File: config.mk
export PLATFORM = sky130hd
export DESIGN_NAME = irefit_log_cell
export DESIGN_NICKNAME = d
export VERILOG_FILES = /design/src/sv/irefit_pkg.sv /design/src/sv/irefit_log_cell.sv
export SDC_FILE = /design/constraint.sdc
export NUM_CORES = 2
export LEC_CHECK = 0
export BUFFER_PORTS_ARGS = -buffer_cell sky130_fd_sc_hd__buf_4
export CAP_MARGIN = 20
export CORE_MARGIN = 1.5
export CORE_UTILIZATION = 50
export CTS_CLUSTER_SIZE = 10
export DETAILED_ROUTE_END_ITERATION = 10
export PLACE_DENSITY = 0.78
export SKIP_CTS_REPAIR_TIMING = 1
export SLEW_MARGIN = 25
export SYNTH_ARGS = -nofsm -noshare
export SYNTH_HDL_FRONTEND = slang
export SYNTH_SLANG_ARGS = --single-unit
File: constraint.sdc
create_clock -name clk_i -period 0.8 [get_ports clk_i]
set_input_delay 0 -clock clk_i [delete_from_list [all_inputs] [get_ports clk_i]]
set_output_delay 0 -clock clk_i [all_outputs]
set_load 0.05 [all_outputs]
File: src/sv/irefit_pkg.sv
// Shared types, codes and constant tables for the ion range fit block.
// Holds the fit coefficients in Q8.20 and the square-root table for 2^f.
// No dependencies.
package irefit_pkg;

  localparam int unsigned ENERGY_FRAC_BITS = 12;
  localparam int unsigned LOG_STEPS        = 20;
  localparam int unsigned HORNER_STEPS     = 4;
  localparam int unsigned POW_STEPS        = 20;
  localparam int unsigned NUM_COEF         = 5;
  localparam int unsigned NUM_SETS         = 9;

  localparam logic [28:0] LOG10_OF_2_Q30 = 29'd323228497;
  localparam logic [29:0] LOG2_OF_10_Q28 = 30'd891723283;

  localparam logic [6:0] ELEM_XE = 7'd54;
  localparam logic [6:0] ELEM_CS = 7'd55;
  localparam logic [6:0] ELEM_KR = 7'd36;

  localparam logic [1:0] FUEL_MAX = 2'd2;

  typedef enum logic [1:0] {
    ST_OK       = 2'd0,
    ST_BAD_ELEM = 2'd1,
    ST_ZERO     = 2'd2,
    ST_SAT      = 2'd3
  } status_e;

  typedef struct packed {
    logic    vld;
    status_e sts;
    logic    fin;
    logic [3:0] set;
  } ctl_t;

  typedef logic signed [27:0] coef_t;
  typedef logic [NUM_SETS*NUM_COEF-1:0][27:0] coef_tab_t;

  localparam coef_t ACC_MAX = 28'sh7FFFFFF;
  localparam coef_t ACC_MIN = 28'sh8000000;

  localparam int COEF_E5 [NUM_SETS*NUM_COEF] = '{
    -567, 10018, -55072, 157743, -74034,
    -631, 10921, -58890, 169355, -98078,
    -567,  9466, -48892, 148024, -85407,
    -412,  7050, -36317, 118349, -74233,
    -587,  9994, -51886, 147940, -87568,
    -513,  8295, -39975, 120048, -65063,
    -454,  7926, -42869, 138063, -84672,
    -634, 10921, -58467, 166738, -95908,
    -569,  9428, -48186, 144725, -82760
  };

  function automatic coef_t to_q20(int k);
    longint v;
    longint mag;
    longint r;
    v   = longint'(k) * 64'sd1048576;
    mag = (v < 0) ? -v : v;
    r   = (mag + 64'sd50000) / 64'sd100000;
    return coef_t'((v < 0) ? -r : r);
  endfunction

  function automatic coef_tab_t build_coef();
    coef_tab_t t;
    for (int i = 0; i < NUM_SETS*NUM_COEF; i++) begin
      t[i] = to_q20(COEF_E5[i]);
    end
    return t;
  endfunction

  localparam coef_tab_t COEF_Q20 = build_coef();

  function automatic coef_t coef_at(logic [3:0] set, logic [2:0] idx);
    logic [5:0] a;
    a = 6'(set) * 6'd5 + 6'(idx);
    return coef_t'(COEF_Q20[a]);
  endfunction

  function automatic logic [31:0] root_at(int k);
    longint unsigned r;
    longint unsigned v;
    longint unsigned rem;
    longint unsigned res;
    longint unsigned bv;
    r = 64'd1 << 31;
    for (int j = 1; j <= k; j++) begin
      v   = r << 30;
      rem = v;
      res = 64'd0;
      bv  = 64'd1 << 62;
      for (int s = 0; s < 32; s++) begin
        if (rem >= res + bv) begin
          rem = rem - (res + bv);
          res = (res >> 1) + bv;
        end else begin
          res = res >> 1;
        end
        bv = bv >> 2;
      end
      if (res * res + res < v) begin
        res = res + 64'd1;
      end
      r = res;
    end
    return r[31:0];
  endfunction

endpackage

File: src/sv/irefit_log_cell.sv
// One squaring cell of the log2 mantissa chain: yields one fraction bit.
// Depends on irefit_pkg.
module irefit_log_cell (
  input  logic               clk_i,
  input  logic               rst_ni,
  input  irefit_pkg::ctl_t   ctl_i,
  input  logic [30:0]        m_i,
  input  logic [19:0]        frac_i,
  input  logic [4:0]         pos_i,
  output irefit_pkg::ctl_t   ctl_o,
  output logic [30:0]        m_o,
  output logic [19:0]        frac_o,
  output logic [4:0]         pos_o
);

  logic [61:0] sq;
  logic        b;
  logic [30:0] m_d;

  always_comb begin
    sq  = 62'(m_i) * 62'(m_i);
    b   = sq[61];
    m_d = b ? sq[61:31] : sq[60:30];
  end

  always_ff @(posedge clk_i or negedge rst_ni) begin
    if (!rst_ni) begin
      ctl_o <= '0;
    end else begin
      ctl_o <= ctl_i;
    end
  end

  always_ff @(posedge clk_i) begin
    m_o    <= m_d;
    frac_o <= {frac_i[18:0], b};
    pos_o  <= pos_i;
  end

endmodule

==> results.py <==
metrics = {
    "status": {
        "run_status": "finished with violations",
        "violations": "negative setup slack",
    },
    "routing": {
        "antenna_left": 0,
        "wl_per_cell_um": 18.9,
        "route.vias.total": 22700,
        "detail_route.vias_per_cell": 5.21,
        "drc": 0,
        "finalWirelength_mm": 82.0,
        "starting_drc_count_in_detailed_routing": 1350,
        "first_pass_iters": 5,
    },
    "yosys": {
        "post_synth_num_cell_types": 56,
        "synth.largest_area_cell": "sky130_fd_sc_hd__fa_1",
        "ys.warnings.count": 0,
        "synth_common_cells": "sky130_fd_sc_hd__inv_1, sky130_fd_sc_hd__fa_1, sky130_fd_sc_hd__nand2_1",
        "synth.most_common_cell": "sky130_fd_sc_hd__inv_1",
        "synth_top_flop_cell": "sky130_fd_sc_hd__dfxtp_1",
        "synth_area_um2": 28500,
        "gate_count_after_technology_mapping": 3008,
        "async_reset_ff_frac": 0.125,
        "share_of_the_synthesized_area_in_the_top_cell_type": 0.524,
        "synth_seq_cells": 64,
        "synth_edf_count": 0,
        "ys_seq_area_frac": 0.0463,
        "syn_avg_cell_area_um2": 9.49,
        "post_synth_main_area_contributors": "sky130_fd_sc_hd__fa_1, sky130_fd_sc_hd__inv_1, sky130_fd_sc_hd__ha_1",
        "synth_nets": 4090,
    },
    "place": {
        "dp.final_hpwl_mm": 66.1,
        "pre_cts_setup_slack_ns": -6.60,
        "numPortBuffers": 128,
        "gpl.final_weighted_congestion": 0.898,
    },
    "critical_path": {
        "critPathMaxFanout": 7,
        "worstSetupStartpoint": "m_i[15]",
        "start_kind": "input pin",
        "critPathCapture": "m_o[10]",
        "critical_path.slowest_cell": "sky130_fd_sc_hd__fa_2",
        "worst_path_largest_cell_delay_ns": 0.62,
        "critPathRequiredTime_ns": 1.00,
        "setup.worst_path.end_class": "flip-flop",
        "crit_top_cell": "sky130_fd_sc_hd__fa_1",
        "critical_path_data_arrival_time_ns": 7.05,
        "critical_path_class": "input pin to flip-flop",
    },
    "grt": {
        "use_met2": 0.487,
        "grt_max_degree": 21,
        "global_route.overflow_total": 0,
        "grt.met1_usage": 0.310,
        "grt_use_total": 0.264,
        "grt_most_used_layer": "met2",
        "use_met3": 0.0348,
        "initial_antenna_violation_count": 1,
        "grt_pass1_wl_mm": 123,
        "first_global_vias": 24900,
    },
    "finish": {
        "fill_cells": 4052,
        "area.growth.synth_to_final_pct": 29.0,
        "layout.nets": 4669,
        "drive_gt1_frac": 0.265,
    },
    "clock_network": {
        "clk_pin_slew_worst_paths_ns": 0.05,
        "clock_path_buffers": 2,
        "htree_num_levels": 3,
        "number_of_buffers_added_by_the_clock_tree_synthesis_step": 9,
        "cts_tree": "yes",
        "cts.sink_count": 64,
        "cts_root_buf": "sky130_fd_sc_hd__clkbuf_16",
    },
    "sta": {
        "slew_violations": 0,
        "timing.final.hold_violations": 0,
        "worstMarginPinSlew_ns": 0.449,
        "fmaxAchievable_ghz": 0.146,
        "layout_setup_ws_ns": -6.04,
        "post-route-min-period_ns": 6.84,
        "relSlewSlack": 0.698,
        "grt_setup_unrepaired": "true",
        "layout_worst_path_cycle_share": 8.55,
        "final_setup_violating_endpoints": 53,
    },
    "worst_hold_path": {
        "hold_class": "input pin to async pin",
    },
    "die": {
        "die_h_um": 242,
        "fp.coreArea_um2": 56400,
        "rows": 87,
        "dieArea_um2": 58500,
        "start_util": 0.506,
        "io_pins": 130,
        "chipWidth_um": 242,
    },
    "run": {
        "drv_cap": 0,
    },
}
-- layout by cell type (no fill, tap or decap), drive strengths merged, types with 3 or more instances in the layout --
cell and n:
xor2 25, dlygate4sd3 33, fa 747, a2111oi 4, o21bai 14, and3 9, inv 915, ha 269
nand3 12, and2 194, a21o 22, o21ai 31, nand4 17, a31oi 9, nor3 8, buf 634
a31o 5, a211oi 6, a221oi 4, mux2 26, a21oi 72, nor2 58, nor2b 14, nand2 299
o31ai 3, clkbuf 21, or2 7, dfrtp 8, o211ai 5, xnor2 31, dfxtp 56, nand2b 8
-- metal layers --
layer	wire length, µm	share of wire
met5	0	0
met4	4960	0.060
met3	5480	0.067
met2	43700	0.53
met1	27900	0.34
-- registers in the layout, indices dropped and copies added, names as in the netlist --
register and flops:
m_o 31, pos_o 5, frac_o 20, ctl_o 8
-- cells by family after synthesis --
kind of cell,after synthesis,synth area share
buffers and inverters,1025,0.136
adder cells (fa/ha/maj),1016,0.642
AND/OR/NAND/NOR,631,0.106
AO/OA/AOI/OAI,188,0.0416
flip-flops,64,0.0463
XOR/XNOR,56,0.0172
multiplexers,28,0.0111
-- critical path: cells and delay by family --
kind,cells,cell delay (ns)
and+or+nand+nor,2,0.23
xor gates and xnor gates,1,0.14
adders and majority gates,9,4.30
muxes,1,0.30
AOI/OAI and AO/OA,6,1.07
buffers and inverters,8,0.99
-- layout make-up --
type                    count  area [µm²]  share of cell area
multi-input cells        1919       24500               0.666
repair buffers            676        6180               0.168
inverters                 917        3450              0.0937
flip-flops and latches     64        1390              0.0377
well taps                 756         946              0.0257
clock buffers              12         256             0.00697
clock inverters             3        65.1             0.00177
diodes                      1        2.50           0.0000680
-- per-stage QoR --
step | cell area, µm² | TNS (ns) | hold slack [ns] | utilization | cells
6_report | 36800 | -192.89 | 0.0440 | 0.653 | 4348
5_1_grt | 36800 | -200.95 | 0.0466 | 0.653 | 4347
4_1_cts | 34400 | -203.13 | -0.521 | 0.609 | 4276
3_5_place_dp | 34000 | -209.71 | -0.175 | 0.604 | 4261
3_3_place_gp | 34000 | -206.85 | -0.183 | 0.604 | 4261
2_1_floorplan | 29200 | -187.34 | -0.296 | - | 3008
-- how the worst min path moves through the flow --
stage | start | depth (start not counted) | endpoint
after floorplan | rst_ni | 0 | ctl_o[0]
after global placement | rst_ni | 1 | ctl_o[6]
after detailed placement | rst_ni | 1 | ctl_o[6]
after CTS | rst_ni | 1 | ctl_o[3]
after global routing | rst_ni | 2 | ctl_o[4]
final | rst_ni | 2 | ctl_o[6]
Power is not shown: default switching activity piles up to over one toggle a cycle in this logic, so the estimate is an artifact.
