File: config.mk
export PLATFORM = sky130hd
export DESIGN_NAME = irefit_horner_cell
export DESIGN_NICKNAME = d
export VERILOG_FILES = /design/src/sv/irefit_pkg.sv /design/src/sv/irefit_horner_cell.sv
export SDC_FILE = /design/constraint.sdc
export NUM_CORES = 2
export LEC_CHECK = 0
export BUFFER_PORTS_ARGS = -buffer_cell sky130_fd_sc_hd__buf_2
export CORE_MARGIN = 2
export CORE_UTILIZATION = 55
export CTS_BUF_LIST = sky130_fd_sc_hd__clkbuf_4 sky130_fd_sc_hd__clkbuf_8
export DETAILED_ROUTE_END_ITERATION = 10
export PLACE_DENSITY = 0.81
export SYNTH_ARGS = -nofsm -noshare
export SYNTH_HDL_FRONTEND = slang
export SYNTH_SLANG_ARGS = --single-unit
File: constraint.sdc
create_clock -name clk_i -period 0.8 [get_ports clk_i]
set_input_delay 0.16 -clock clk_i [delete_from_list [all_inputs] [get_ports clk_i]]
set_output_delay 0.16 -clock clk_i [all_outputs]
set_load 0.01 [all_outputs]
File: src/sv/irefit_pkg.sv
// Shared types, codes and constant tables for the ion range fit block.
// Holds the fit coefficients in Q8.20 and the square-root table for 2^f.
// No dependencies.
package irefit_pkg;

  localparam int unsigned ENERGY_FRAC_BITS = 12;
  localparam int unsigned LOG_STEPS        = 20;
  localparam int unsigned HORNER_STEPS     = 4;
  localparam int unsigned POW_STEPS        = 20;
  localparam int unsigned NUM_COEF         = 5;
  localparam int unsigned NUM_SETS         = 9;

  localparam logic [28:0] LOG10_OF_2_Q30 = 29'd323228497;
  localparam logic [29:0] LOG2_OF_10_Q28 = 30'd891723283;

  localparam logic [6:0] ELEM_XE = 7'd54;
  localparam logic [6:0] ELEM_CS = 7'd55;
  localparam logic [6:0] ELEM_KR = 7'd36;

  localparam logic [1:0] FUEL_MAX = 2'd2;

  typedef enum logic [1:0] {
    ST_OK       = 2'd0,
    ST_BAD_ELEM = 2'd1,
    ST_ZERO     = 2'd2,
    ST_SAT      = 2'd3
  } status_e;

  typedef struct packed {
    logic    vld;
    status_e sts;
    logic    fin;
    logic [3:0] set;
  } ctl_t;

  typedef logic signed [27:0] coef_t;
  typedef logic [NUM_SETS*NUM_COEF-1:0][27:0] coef_tab_t;

  localparam coef_t ACC_MAX = 28'sh7FFFFFF;
  localparam coef_t ACC_MIN = 28'sh8000000;

  localparam int COEF_E5 [NUM_SETS*NUM_COEF] = '{
    -567, 10018, -55072, 157743, -74034,
    -631, 10921, -58890, 169355, -98078,
    -567,  9466, -48892, 148024, -85407,
    -412,  7050, -36317, 118349, -74233,
    -587,  9994, -51886, 147940, -87568,
    -513,  8295, -39975, 120048, -65063,
    -454,  7926, -42869, 138063, -84672,
    -634, 10921, -58467, 166738, -95908,
    -569,  9428, -48186, 144725, -82760
  };

  function automatic coef_t to_q20(int k);
    longint v;
    longint mag;
    longint r;
    v   = longint'(k) * 64'sd1048576;
    mag = (v < 0) ? -v : v;
    r   = (mag + 64'sd50000) / 64'sd100000;
    return coef_t'((v < 0) ? -r : r);
  endfunction

  function automatic coef_tab_t build_coef();
    coef_tab_t t;
    for (int i = 0; i < NUM_SETS*NUM_COEF; i++) begin
      t[i] = to_q20(COEF_E5[i]);
    end
    return t;
  endfunction

  localparam coef_tab_t COEF_Q20 = build_coef();

  function automatic coef_t coef_at(logic [3:0] set, logic [2:0] idx);
    logic [5:0] a;
    a = 6'(set) * 6'd5 + 6'(idx);
    return coef_t'(COEF_Q20[a]);
  endfunction

  function automatic logic [31:0] root_at(int k);
    longint unsigned r;
    longint unsigned v;
    longint unsigned rem;
    longint unsigned res;
    longint unsigned bv;
    r = 64'd1 << 31;
    for (int j = 1; j <= k; j++) begin
      v   = r << 30;
      rem = v;
      res = 64'd0;
      bv  = 64'd1 << 62;
      for (int s = 0; s < 32; s++) begin
        if (rem >= res + bv) begin
          rem = rem - (res + bv);
          res = (res >> 1) + bv;
        end else begin
          res = res >> 1;
        end
        bv = bv >> 2;
      end
      if (res * res + res < v) begin
        res = res + 64'd1;
      end
      r = res;
    end
    return r[31:0];
  endfunction

endpackage

File: src/sv/irefit_horner_cell.sv
// One Horner step: acc * x rounded, plus the next coefficient, clamped.
// Depends on irefit_pkg for the coefficient table.
module irefit_horner_cell #(
  parameter int unsigned IDX = 1
) (
  input  logic                    clk_i,
  input  logic                    rst_ni,
  input  irefit_pkg::ctl_t        ctl_i,
  input  irefit_pkg::coef_t       acc_i,
  input  logic signed [24:0]      x_i,
  output irefit_pkg::ctl_t        ctl_o,
  output irefit_pkg::coef_t       acc_o,
  output logic signed [24:0]      x_o
);

  logic signed [52:0] prod;
  logic [52:0]        mag;
  logic [32:0]        rnd;
  logic signed [34:0] sum;
  irefit_pkg::coef_t  c;
  irefit_pkg::coef_t  acc_d;

  always_comb begin
    c    = irefit_pkg::coef_at(ctl_i.set, 3'(IDX));
    prod = acc_i * x_i;
    mag  = prod[52] ? 53'(-prod) : 53'(prod);
    rnd  = 33'((mag + (53'(1) << 19)) >> 20);
    sum  = (prod[52] ? -$signed({2'b00, rnd}) : $signed({2'b00, rnd})) + 35'(c);
    if (sum > 35'(irefit_pkg::ACC_MAX)) begin
      acc_d = irefit_pkg::ACC_MAX;
    end else if (sum < 35'(irefit_pkg::ACC_MIN)) begin
      acc_d = irefit_pkg::ACC_MIN;
    end else begin
      acc_d = 28'(sum);
    end
  end

  always_ff @(posedge clk_i or negedge rst_ni) begin
    if (!rst_ni) begin
      ctl_o <= '0;
    end else begin
      ctl_o <= ctl_i;
    end
  end

  always_ff @(posedge clk_i) begin
    acc_o <= acc_d;
    x_o   <= x_i;
  end

endmodule

==> results by group <==
Setup path
  – Critical path fanouts, max: 10
  – Crit Path Class: primary input to flop
  – WP depth: 51
  – Crit path buf inv count: 10
  – Top cell family by delay on the critical path: adder cells
  – Worst Path Required: 1150 ps
  – CP peak stage delay: 590 ps
  – Startpoint types: primary input
  – Slowest stage cell, crit path: fa_1
  – Crit end category: flop
  – Most used cell, CP: fa_1
  – Worst EP arrival: 12880 ps

Detailed routing
  – Vias per Instance: 5.83
  – Residual DRC: 2
  – Number of routed nets with antenna violations: 0
  – 1st-iter DRT viols: 2981
  – Via count: 32100
  – Avg WL per Cell: 20.1 µm
  – WL final: 111000 µm
  – 1st-pass router iterations: 11

STA
  – Setup TNS: -341570 ps
  – Worst slew pin tran: 693 ps
  – Fmax: 79.8 MHz
  – Final setup viols: 89
  – RSZ-0062 raised after global routing: true
  – Fin crit share: 1570%
  – Tmin final: 12530 ps
  – Setup WS post-layout: -11730 ps
  – Fin. max-slew vios: 0
  – Endpoints failing hold: 0
  – Max_slew headroom: 53.8%

Clocking
  – Cts bufs inserted: 9
  – H-Tree Depth: 3
  – Reg clk slew, reported paths: 130 ps
  – Sink Count: 61
  – CTS Root Buffer Type: clkbuf_8
  – CTS tree: done
  – Clock Tree Buf Depth: 2

Placed design
  – Dpl cells: 5434
  – PortBufs: 123
  – Placed inst area: 0.0408 mm²
  – GPL Wtd Cong: 0.985
  – DP HPWL: 87300 µm

Layout
  – Fill cells: 3980
  – Nets: 5720
  – Util after Layout: 71.0%
  – Multi-input logic area: 0.0297 mm²
  – Finished layout cell area: 0.0429 mm²
  – Register area: 0.00130 mm²
  – Layout area overhead: 27.5%
  – Ratio of cells with drive above 1 in the final layout: 26.6%
  – Final cell count without fillers: 5517

Min path
  – Worst Hold Path EP: x_o[22]
  – Hold path depth: 2
  – Hold WC Path Type: primary input to flop
  – Hold Startpoint: x_i[22]

Die
  – Num rows: 90
  – Die width: 251 µm
  – Die Area: 0.0632 mm²
  – Core area: 0.0605 mm²
  – Die Y: 251 µm
  – Initial Util: 55.7%
  – IO Pins: 124

Logic synthesis
  – FFs w/ async S/R, synth: 13.1%
  – Synth top area share: 43.3%
  – Avg Inst Size Synth: 8.56 µm²
  – Area leader, netlist: fa_1
  – Synth area leaders: fa_1 (43%), inv_1 (8.3%), ha_1 (7.5%)
  – Sequential area share after synthesis: 3.75%
  – Dominant synthesized flop cell: dfxtp_1
  – FF+latch count, synth: 61
  – Post-synth cell types: 102
  – EDFF count, synth: 0
  – Yosys warnings: 0
  – Syn Std Cell Area: 0.0337 mm²
  – Mapped Nets: 4925
  – Cell count after synthesis: 3933

Global routing
  – Vias in the first global route: 34500
  – Initial antenna violation count: 4
  – First-pass GRT wire length: 172000 µm
  – Largest net degree at the start of global routing: 39
  – Gr ovfl total: 0
  – All-Layer GR Usage: 34.2%

Run
  – Max-cap violations: 0

Status
  – Status: finished with violations
  – Failing checks: DRC, setup timing
## synth_stat cells (9+ instances only)
cell type,number
nor2b_1,15
or2_2,10
o21ai_0,115
nor3_1,44
nand4_1,17
nor4_1,22
nor2_1,166
clkbuf_1,183
xnor2_1,121
nand2_1,453
a21oi_1,157
mux2i_1,13
dfxtp_1,53
ha_1,201
o21bai_1,13
a21oi_2,14
or3_1,14
and2_1,360
a21o_1,36
inv_1,748
a31oi_1,27
xor2_1,43
fa_1,728
and3_1,23
or4_1,9
a311oi_1,11
o211ai_1,21
nand2b_1,31
o21a_1,16
a211oi_1,17
nand3_1,42
## per-layer routing
layer,routed length [µm],vias to the layer above,track usage (%)
li1,-,13800,-
met1,38500,15700,40.4
met2,54700,1961,59.6
met3,9890,642,5.38
met4,7640,0,18.9
met5,0,-,0
## timing repair
action                                  4_1_cts  5_1_grt
resized for setup                           150      164
cloned                                        1        3
hold buffers                                  7        0
buffers inserted                             34       20
pin swaps                                    60       80
endpoints found under the hold margin        14        0
endpoints found under the setup margin       89       89
## layout make-up
type,count,area share [%]
Antenna cell,2,0.0117
Clock buffer,11,0.338
Clock inverter,5,0.140
Inverter,749,6.56
Multi-Input combinational cell,2919,69.3
Sequential cell,61,3.03
Tap cell,782,2.28
Timing Repair Buffer,988,18.4
## cells in the final DEF (no fill, tap or decap), types with 16 or more instances in the layout
cell and instances:
a21o_1 36, a21oi_1 135, a21oi_2 33, a31oi_1 24
and2_1 351, and3_1 22, buf_12 21, buf_2 50
buf_4 836, buf_6 64, dfxtp_1 23, dfxtp_2 29
fa_1 707, fa_2 21, ha_1 190, inv_1 738
nand2_1 442, nand2b_1 31, nand3_1 39, nand4_1 17
nor2_1 160, nor3_1 37, nor4_1 16, o211ai_1 21
o21ai_0 96, o21ai_1 17, xnor2_1 107, xor2_1 41
## flip-flops by register name (all words and copies together), names as in the netlist
signal  flops
acc_o      28
x_o        25
ctl_o       8
## how the worst max path moves through the flow
stage,start,end
after CTS,x_i[2],acc_o[12]
final,acc_i[11],acc_o[25]
after global placement,x_i[19],acc_o[20]
after detailed placement,x_i[19],acc_o[2]
after global routing,acc_i[12],acc_o[9]
after floorplan,acc_i[27],acc_o[12]
## logic make-up after synthesis
group	count (synthesis)	share of synthesized area, %
buffers and inverters	953	10.8
muxes	20	0.654
adders and majority gates	930	50.8
DFF	61	3.75
xor gates and xnor gates	166	4.38
AOI/OAI and AO/OA	560	11.1
and+or+nand+nor	1243	18.5
## metrics by stage
stage	setup slack [ps]	hold slack [ps]
3_3_place_gp	-11860	2.44
4_1_cts	-11130	0.193
6_report	-11730	17.6
5_1_grt	-12210	5.43
3_5_place_dp	-12230	11.3
2_1_floorplan	-12640	-136
Power is not shown: default switching activity piles up to over one toggle a cycle in this logic, so the estimate is an artifact.
