### config.mk
export PLATFORM = sky130hd
export DESIGN_NAME = irefit_pow_cell
export DESIGN_NICKNAME = d
export VERILOG_FILES = /design/src/sv/irefit_pkg.sv /design/src/sv/irefit_pow_cell.sv
export SDC_FILE = /design/constraint.sdc
export NUM_CORES = 1
export LEC_CHECK = 0
export BUFFER_PORTS_ARGS = -buffer_cell sky130_fd_sc_hd__buf_2
export CORE_ASPECT_RATIO = 1.2
export CORE_MARGIN = 4
export CORE_UTILIZATION = 50
export DETAILED_ROUTE_END_ITERATION = 8
export GPL_ROUTABILITY_DRIVEN = 0
export PLACE_DENSITY = 0.77
export SLEW_MARGIN = 0
export SYNTH_ARGS = -nofsm -noshare
export SYNTH_HDL_FRONTEND = slang
export SYNTH_SLANG_ARGS = --single-unit
### constraint.sdc
create_clock -name clk_i -period 0.8 [get_ports clk_i]
set_input_delay 0.16 -clock clk_i [delete_from_list [all_inputs] [get_ports clk_i]]
set_output_delay 0.16 -clock clk_i [all_outputs]
set_load 0.01 [all_outputs]
### src/sv/irefit_pkg.sv
// Shared types, codes and constant tables for the ion range fit block.
// Holds the fit coefficients in Q8.20 and the square-root table for 2^f.
// No dependencies.
package irefit_pkg;

  localparam int unsigned ENERGY_FRAC_BITS = 12;
  localparam int unsigned LOG_STEPS        = 20;
  localparam int unsigned HORNER_STEPS     = 4;
  localparam int unsigned POW_STEPS        = 20;
  localparam int unsigned NUM_COEF         = 5;
  localparam int unsigned NUM_SETS         = 9;

  localparam logic [28:0] LOG10_OF_2_Q30 = 29'd323228497;
  localparam logic [29:0] LOG2_OF_10_Q28 = 30'd891723283;

  localparam logic [6:0] ELEM_XE = 7'd54;
  localparam logic [6:0] ELEM_CS = 7'd55;
  localparam logic [6:0] ELEM_KR = 7'd36;

  localparam logic [1:0] FUEL_MAX = 2'd2;

  typedef enum logic [1:0] {
    ST_OK       = 2'd0,
    ST_BAD_ELEM = 2'd1,
    ST_ZERO     = 2'd2,
    ST_SAT      = 2'd3
  } status_e;

  typedef struct packed {
    logic    vld;
    status_e sts;
    logic    fin;
    logic [3:0] set;
  } ctl_t;

  typedef logic signed [27:0] coef_t;
  typedef logic [NUM_SETS*NUM_COEF-1:0][27:0] coef_tab_t;

  localparam coef_t ACC_MAX = 28'sh7FFFFFF;
  localparam coef_t ACC_MIN = 28'sh8000000;

  localparam int COEF_E5 [NUM_SETS*NUM_COEF] = '{
    -567, 10018, -55072, 157743, -74034,
    -631, 10921, -58890, 169355, -98078,
    -567,  9466, -48892, 148024, -85407,
    -412,  7050, -36317, 118349, -74233,
    -587,  9994, -51886, 147940, -87568,
    -513,  8295, -39975, 120048, -65063,
    -454,  7926, -42869, 138063, -84672,
    -634, 10921, -58467, 166738, -95908,
    -569,  9428, -48186, 144725, -82760
  };

  function automatic coef_t to_q20(int k);
    longint v;
    longint mag;
    longint r;
    v   = longint'(k) * 64'sd1048576;
    mag = (v < 0) ? -v : v;
    r   = (mag + 64'sd50000) / 64'sd100000;
    return coef_t'((v < 0) ? -r : r);
  endfunction

  function automatic coef_tab_t build_coef();
    coef_tab_t t;
    for (int i = 0; i < NUM_SETS*NUM_COEF; i++) begin
      t[i] = to_q20(COEF_E5[i]);
    end
    return t;
  endfunction

  localparam coef_tab_t COEF_Q20 = build_coef();

  function automatic coef_t coef_at(logic [3:0] set, logic [2:0] idx);
    logic [5:0] a;
    a = 6'(set) * 6'd5 + 6'(idx);
    return coef_t'(COEF_Q20[a]);
  endfunction

  function automatic logic [31:0] root_at(int k);
    longint unsigned r;
    longint unsigned v;
    longint unsigned rem;
    longint unsigned res;
    longint unsigned bv;
    r = 64'd1 << 31;
    for (int j = 1; j <= k; j++) begin
      v   = r << 30;
      rem = v;
      res = 64'd0;
      bv  = 64'd1 << 62;
      for (int s = 0; s < 32; s++) begin
        if (rem >= res + bv) begin
          rem = rem - (res + bv);
          res = (res >> 1) + bv;
        end else begin
          res = res >> 1;
        end
        bv = bv >> 2;
      end
      if (res * res + res < v) begin
        res = res + 64'd1;
      end
      r = res;
    end
    return r[31:0];
  endfunction

endpackage

### src/sv/irefit_pow_cell.sv
// One cell of the 2^f chain: multiply by a fixed root of two when its bit is set.
// Depends on irefit_pkg for the root table.
module irefit_pow_cell #(
  parameter int unsigned K = 1
) (
  input  logic               clk_i,
  input  logic               rst_ni,
  input  irefit_pkg::ctl_t   ctl_i,
  input  logic [31:0]        p_i,
  input  logic [19:0]        f_i,
  input  logic signed [5:0]  n_i,
  output irefit_pkg::ctl_t   ctl_o,
  output logic [31:0]        p_o,
  output logic [19:0]        f_o,
  output logic signed [5:0]  n_o
);

  localparam logic [31:0] ROOT = irefit_pkg::root_at(K);
  localparam int unsigned BITI = irefit_pkg::POW_STEPS - K;

  logic [63:0] prod;
  logic [63:0] pr;

  always_comb begin
    prod = 64'(p_i) * 64'(ROOT);
    pr   = (prod + (64'd1 << 29)) >> 30;
  end

  always_ff @(posedge clk_i or negedge rst_ni) begin
    if (!rst_ni) begin
      ctl_o <= '0;
    end else begin
      ctl_o <= ctl_i;
    end
  end

  always_ff @(posedge clk_i) begin
    p_o <= f_i[BITI] ? pr[31:0] : p_i;
    f_o <= f_i;
    n_o <= n_i;
  end

endmodule

==> summary.md <==
The flow ran to the end, but the final reports show violations. The final reports fail on negative setup slack. The placeable core region came out at 38,750 µm².

Max-cap violations in this run came to 0. The logs give 20,760 for the via count of the first global-routing pass and 0 for the total global routing overflow. The worst setup path is launched from an input pin.

The global router's overall resource usage is 34.11%. The endpoint kind of the worst setup timing path is a register. The final number of max-transition violations is 0, and the number of hold violations in the final report is 0.

The maximum clock rate is 0.1377 GHz. In the synthesized netlist the dominant register cell turns out to be dfxtp_1. TritonCTS built the clock tree.

The floorplan step defined a die boundary enclosing 42,340 µm². The cell that appears most often on the critical path is fa_1. The slew of the pin with the lowest slew margin works out to 0.6012 ns. The family with the most delay on the worst path is adder cells. Setup repair after global routing could not meet its margin everywhere. The endpoint of the worst setup timing path was p_o[18]$_DFF_P_.

The share of layout cells above drive strength 1 is 36.76%. The number of endpoints failing setup at the final stage was 98; the max-slew headroom at the worst pin was 59.74%. Entering global routing, the biggest net connects 19 pins. The critical path runs through a total of 25 cells.

The final route contains 18,150 vias. Of the post-synthesis cell area, the dominant cell type holds 34.51%. The final critical delay including setup and external delays came out at 7.260 ns.

Pin placement for this block handled 134 I/O pins. Counting flops with an async set or reset pin after synthesis yields a share of 12.12%. In the detailed route, the total length drawn on met3 is 6.348 mm. Measured on the finished design, the core utilization comes to 70.49%. STA puts the critical path data required time at 1.05 ns.

Initial detailed-routing violation count: 1,510. Tracing the worst setup path back leads to its startpoint at p_i[23]. The run gives 66 as the number of clock sinks.

The wire length of the first global-routing pass was 111.2 mm. The logs give 72.65 mm for the post-detailed-routing wire length and 2,478 for the fill cell instance count of the final layout. On the worst path, the slowest cell contributes a delay of 0.57 ns. Clock tree synthesis inserted a total of 9 buffers.

The run gives 2 as the number of antenna violations at the first check in global routing. Of all cell types, the one taking the most synthesized area is fa_1. The worst min-delay path class was in2async. After detailed routing, the met2 layer carries 34.68 mm of wire.

The total of buffers placed on input and output ports is 133, and the number of vias per cell is 5.734. After detailed routing, the wire length on met1 is 24.84 mm. Average routed wire per standard cell: 22.95 µm. The die is 188.5 µm wide. Measured along the y axis, the die boundary spans 224.6 µm. The count of flip-flops with a built-in enable after synthesis is 0, and the count of warnings emitted by yosys is 0. The floorplan has 79 rows. The start-to-end type of the worst setup path is in2reg. For this run, the register share of the synthesized area comes to 6.963%. The average cell area after synthesis is 9.732 µm². The cell area that synthesis handed to floorplanning was 19,550 µm².

The number of nets in the synthesized netlist is 2,803. The synthesized design contains 66 register bits. For the worst slack after detailed placement, the log shows -6.893 ns. The number of buffers and inverters on the critical path is 6. The tools report the number of optimization iterations in the first detailed-route pass as 6.

Antenna violation net count after detailed routing: 0. In this run the clock root is driven by a clkbuf_16. Signal routing reaches up to met4. Synthesis produced 2,009 cells. For the number of buffers on the longest clock path, the log shows 2. For this configuration, the core starts out at a cell density of 50.46%.

The minimum setup slack in the final design is -6.460 ns, and the number of remaining DRC errors is 0. The library cell used most frequently in the layout, excluding fill and tap cells, is inv_1. Data arrives at the worst endpoint at 7.51 ns. Among all stages on the critical path, the largest delay is contributed by fa_1. The maximum net fanout on the critical path is 8.

The clock edge transition at the registers on the reported setup and hold paths works out to 0.07 ns. Dividing the final minimum period by the clock period gives 907.5%. The synthesis-to-finish area growth was 39.70%; the maximum level of the CTS H-tree was 3. The HPWL after detailed placement is 58.39 mm. In the final design database the tool counted 3,428 nets. The number of different library cells used by synthesis comes to 95.

The top cell types in the final layout, fill and taps aside, are 459 x inv_1, 446 x buf_4, 317 x ha_1, 313 x fa_1, 80 x nand2_1. In the post-synthesis netlist, the biggest area contributors are fa_1 35%, ha_1 25%, inv_1 9.3%.
==> registers in the layout (all words and copies together), names as in the netlist <==
| signal | count |
|---|---|
| n_o | 6 |
| ctl_o | 8 |
| f_o | 20 |
| p_o | 32 |
==> worst min path at each step <==
stage	endpoint	start
2_1_floorplan	ctl_o[0]$_DFF_PN0_	rst_ni
3_3_place_gp	ctl_o[3]$_DFF_PN0_	rst_ni
3_5_place_dp	ctl_o[2]$_DFF_PN0_	rst_ni
4_1_cts	ctl_o[3]$_DFF_PN0_	rst_ni
5_1_grt	ctl_o[3]$_DFF_PN0_	rst_ni
6_report	ctl_o[3]$_DFF_PN0_	rst_ni
==> metal layers <==
| layer | vias to the layer above | GRT usage [%] |
|---|---|---|
| li1 | 7783 | - |
| met1 | 8837 | 37.24 |
| met4 | 0 | 24.12 |
| met2 | 1087 | 58.30 |
| met5 | - | 0 |
| met3 | 447 | 8.351 |
==> Yosys cell counts, types with 7 or more instances <==
library cell,number
a211oi_1,10
a21o_1,29
a21oi_1,79
a31oi_1,12
and2_1,15
clkbuf_1,8
dfrtp_1,8
dfxtp_1,58
fa_1,337
ha_1,389
inv_1,486
nand2_1,91
nand2b_1,7
nand3_1,22
nand4_1,30
nor2_1,78
nor3_1,15
nor4_1,10
o211ai_1,11
o21a_1,14
o21ai_0,42
o21bai_1,11
or3_1,10
xnor2_1,31
xor2_1,47
==> cell families (layout without fill, tap and decap cells) <==
kind of cell	after synthesis	count (layout)	synth area share (%)
XOR/XNOR	79	79	3.577
adder cells (fa/ha/maj)	726	726	59.40
other	0	1	0
multiplexers	10	10	0.5695
AO/OA/AOI/OAI	278	278	9.651
flip-flops	66	66	6.963
buffers and inverters	518	1148	10.74
AND/OR/NAND/NOR	332	332	9.094
==> through the flow <==
| step | instances | setup TNS, ns | hold WS [ns] | area [µm²] |
|---|---|---|---|---|
| after floorplan | 2009 | -182.41 | -0.1356 | 20200 |
| after global placement | 3068 | -205.43 | -0.005663 | 24540 |
| after detailed placement | 3068 | -208.56 | 0.005425 | 24540 |
| after CTS | 3153 | -200.55 | 0.1496 | 26710 |
| after global routing | 3166 | -211.52 | 0.1821 | 27310 |
| final | 3166 | -204.70 | 0.1871 | 27310 |
==> area by class of cell <==
cell class	count	area, µm²	area share, %
repair buffers	646	5156	18.88
well taps	526	658.1	2.410
clock buffers	10	250.2	0.9162
clock inverters	6	70.07	0.2565
multi-input cells	1425	17950	65.71
flip-flops and latches	66	1403	5.135
inverters	486	1827	6.688
diodes	1	2.502	0.009162
==> what timing repair did <==
item | 4_1_cts | 5_1_grt
hold buffers | 35 | 0
gates resized for setup | 264 | 121
buffers inserted | 38 | 18
pin swaps | 137 | 87
hold endpoints to repair | 42 | 0
endpoints found under the setup margin | 98 | 98
Power is not shown: default switching activity piles up to over one toggle a cycle in this logic, so the estimate is an artifact.
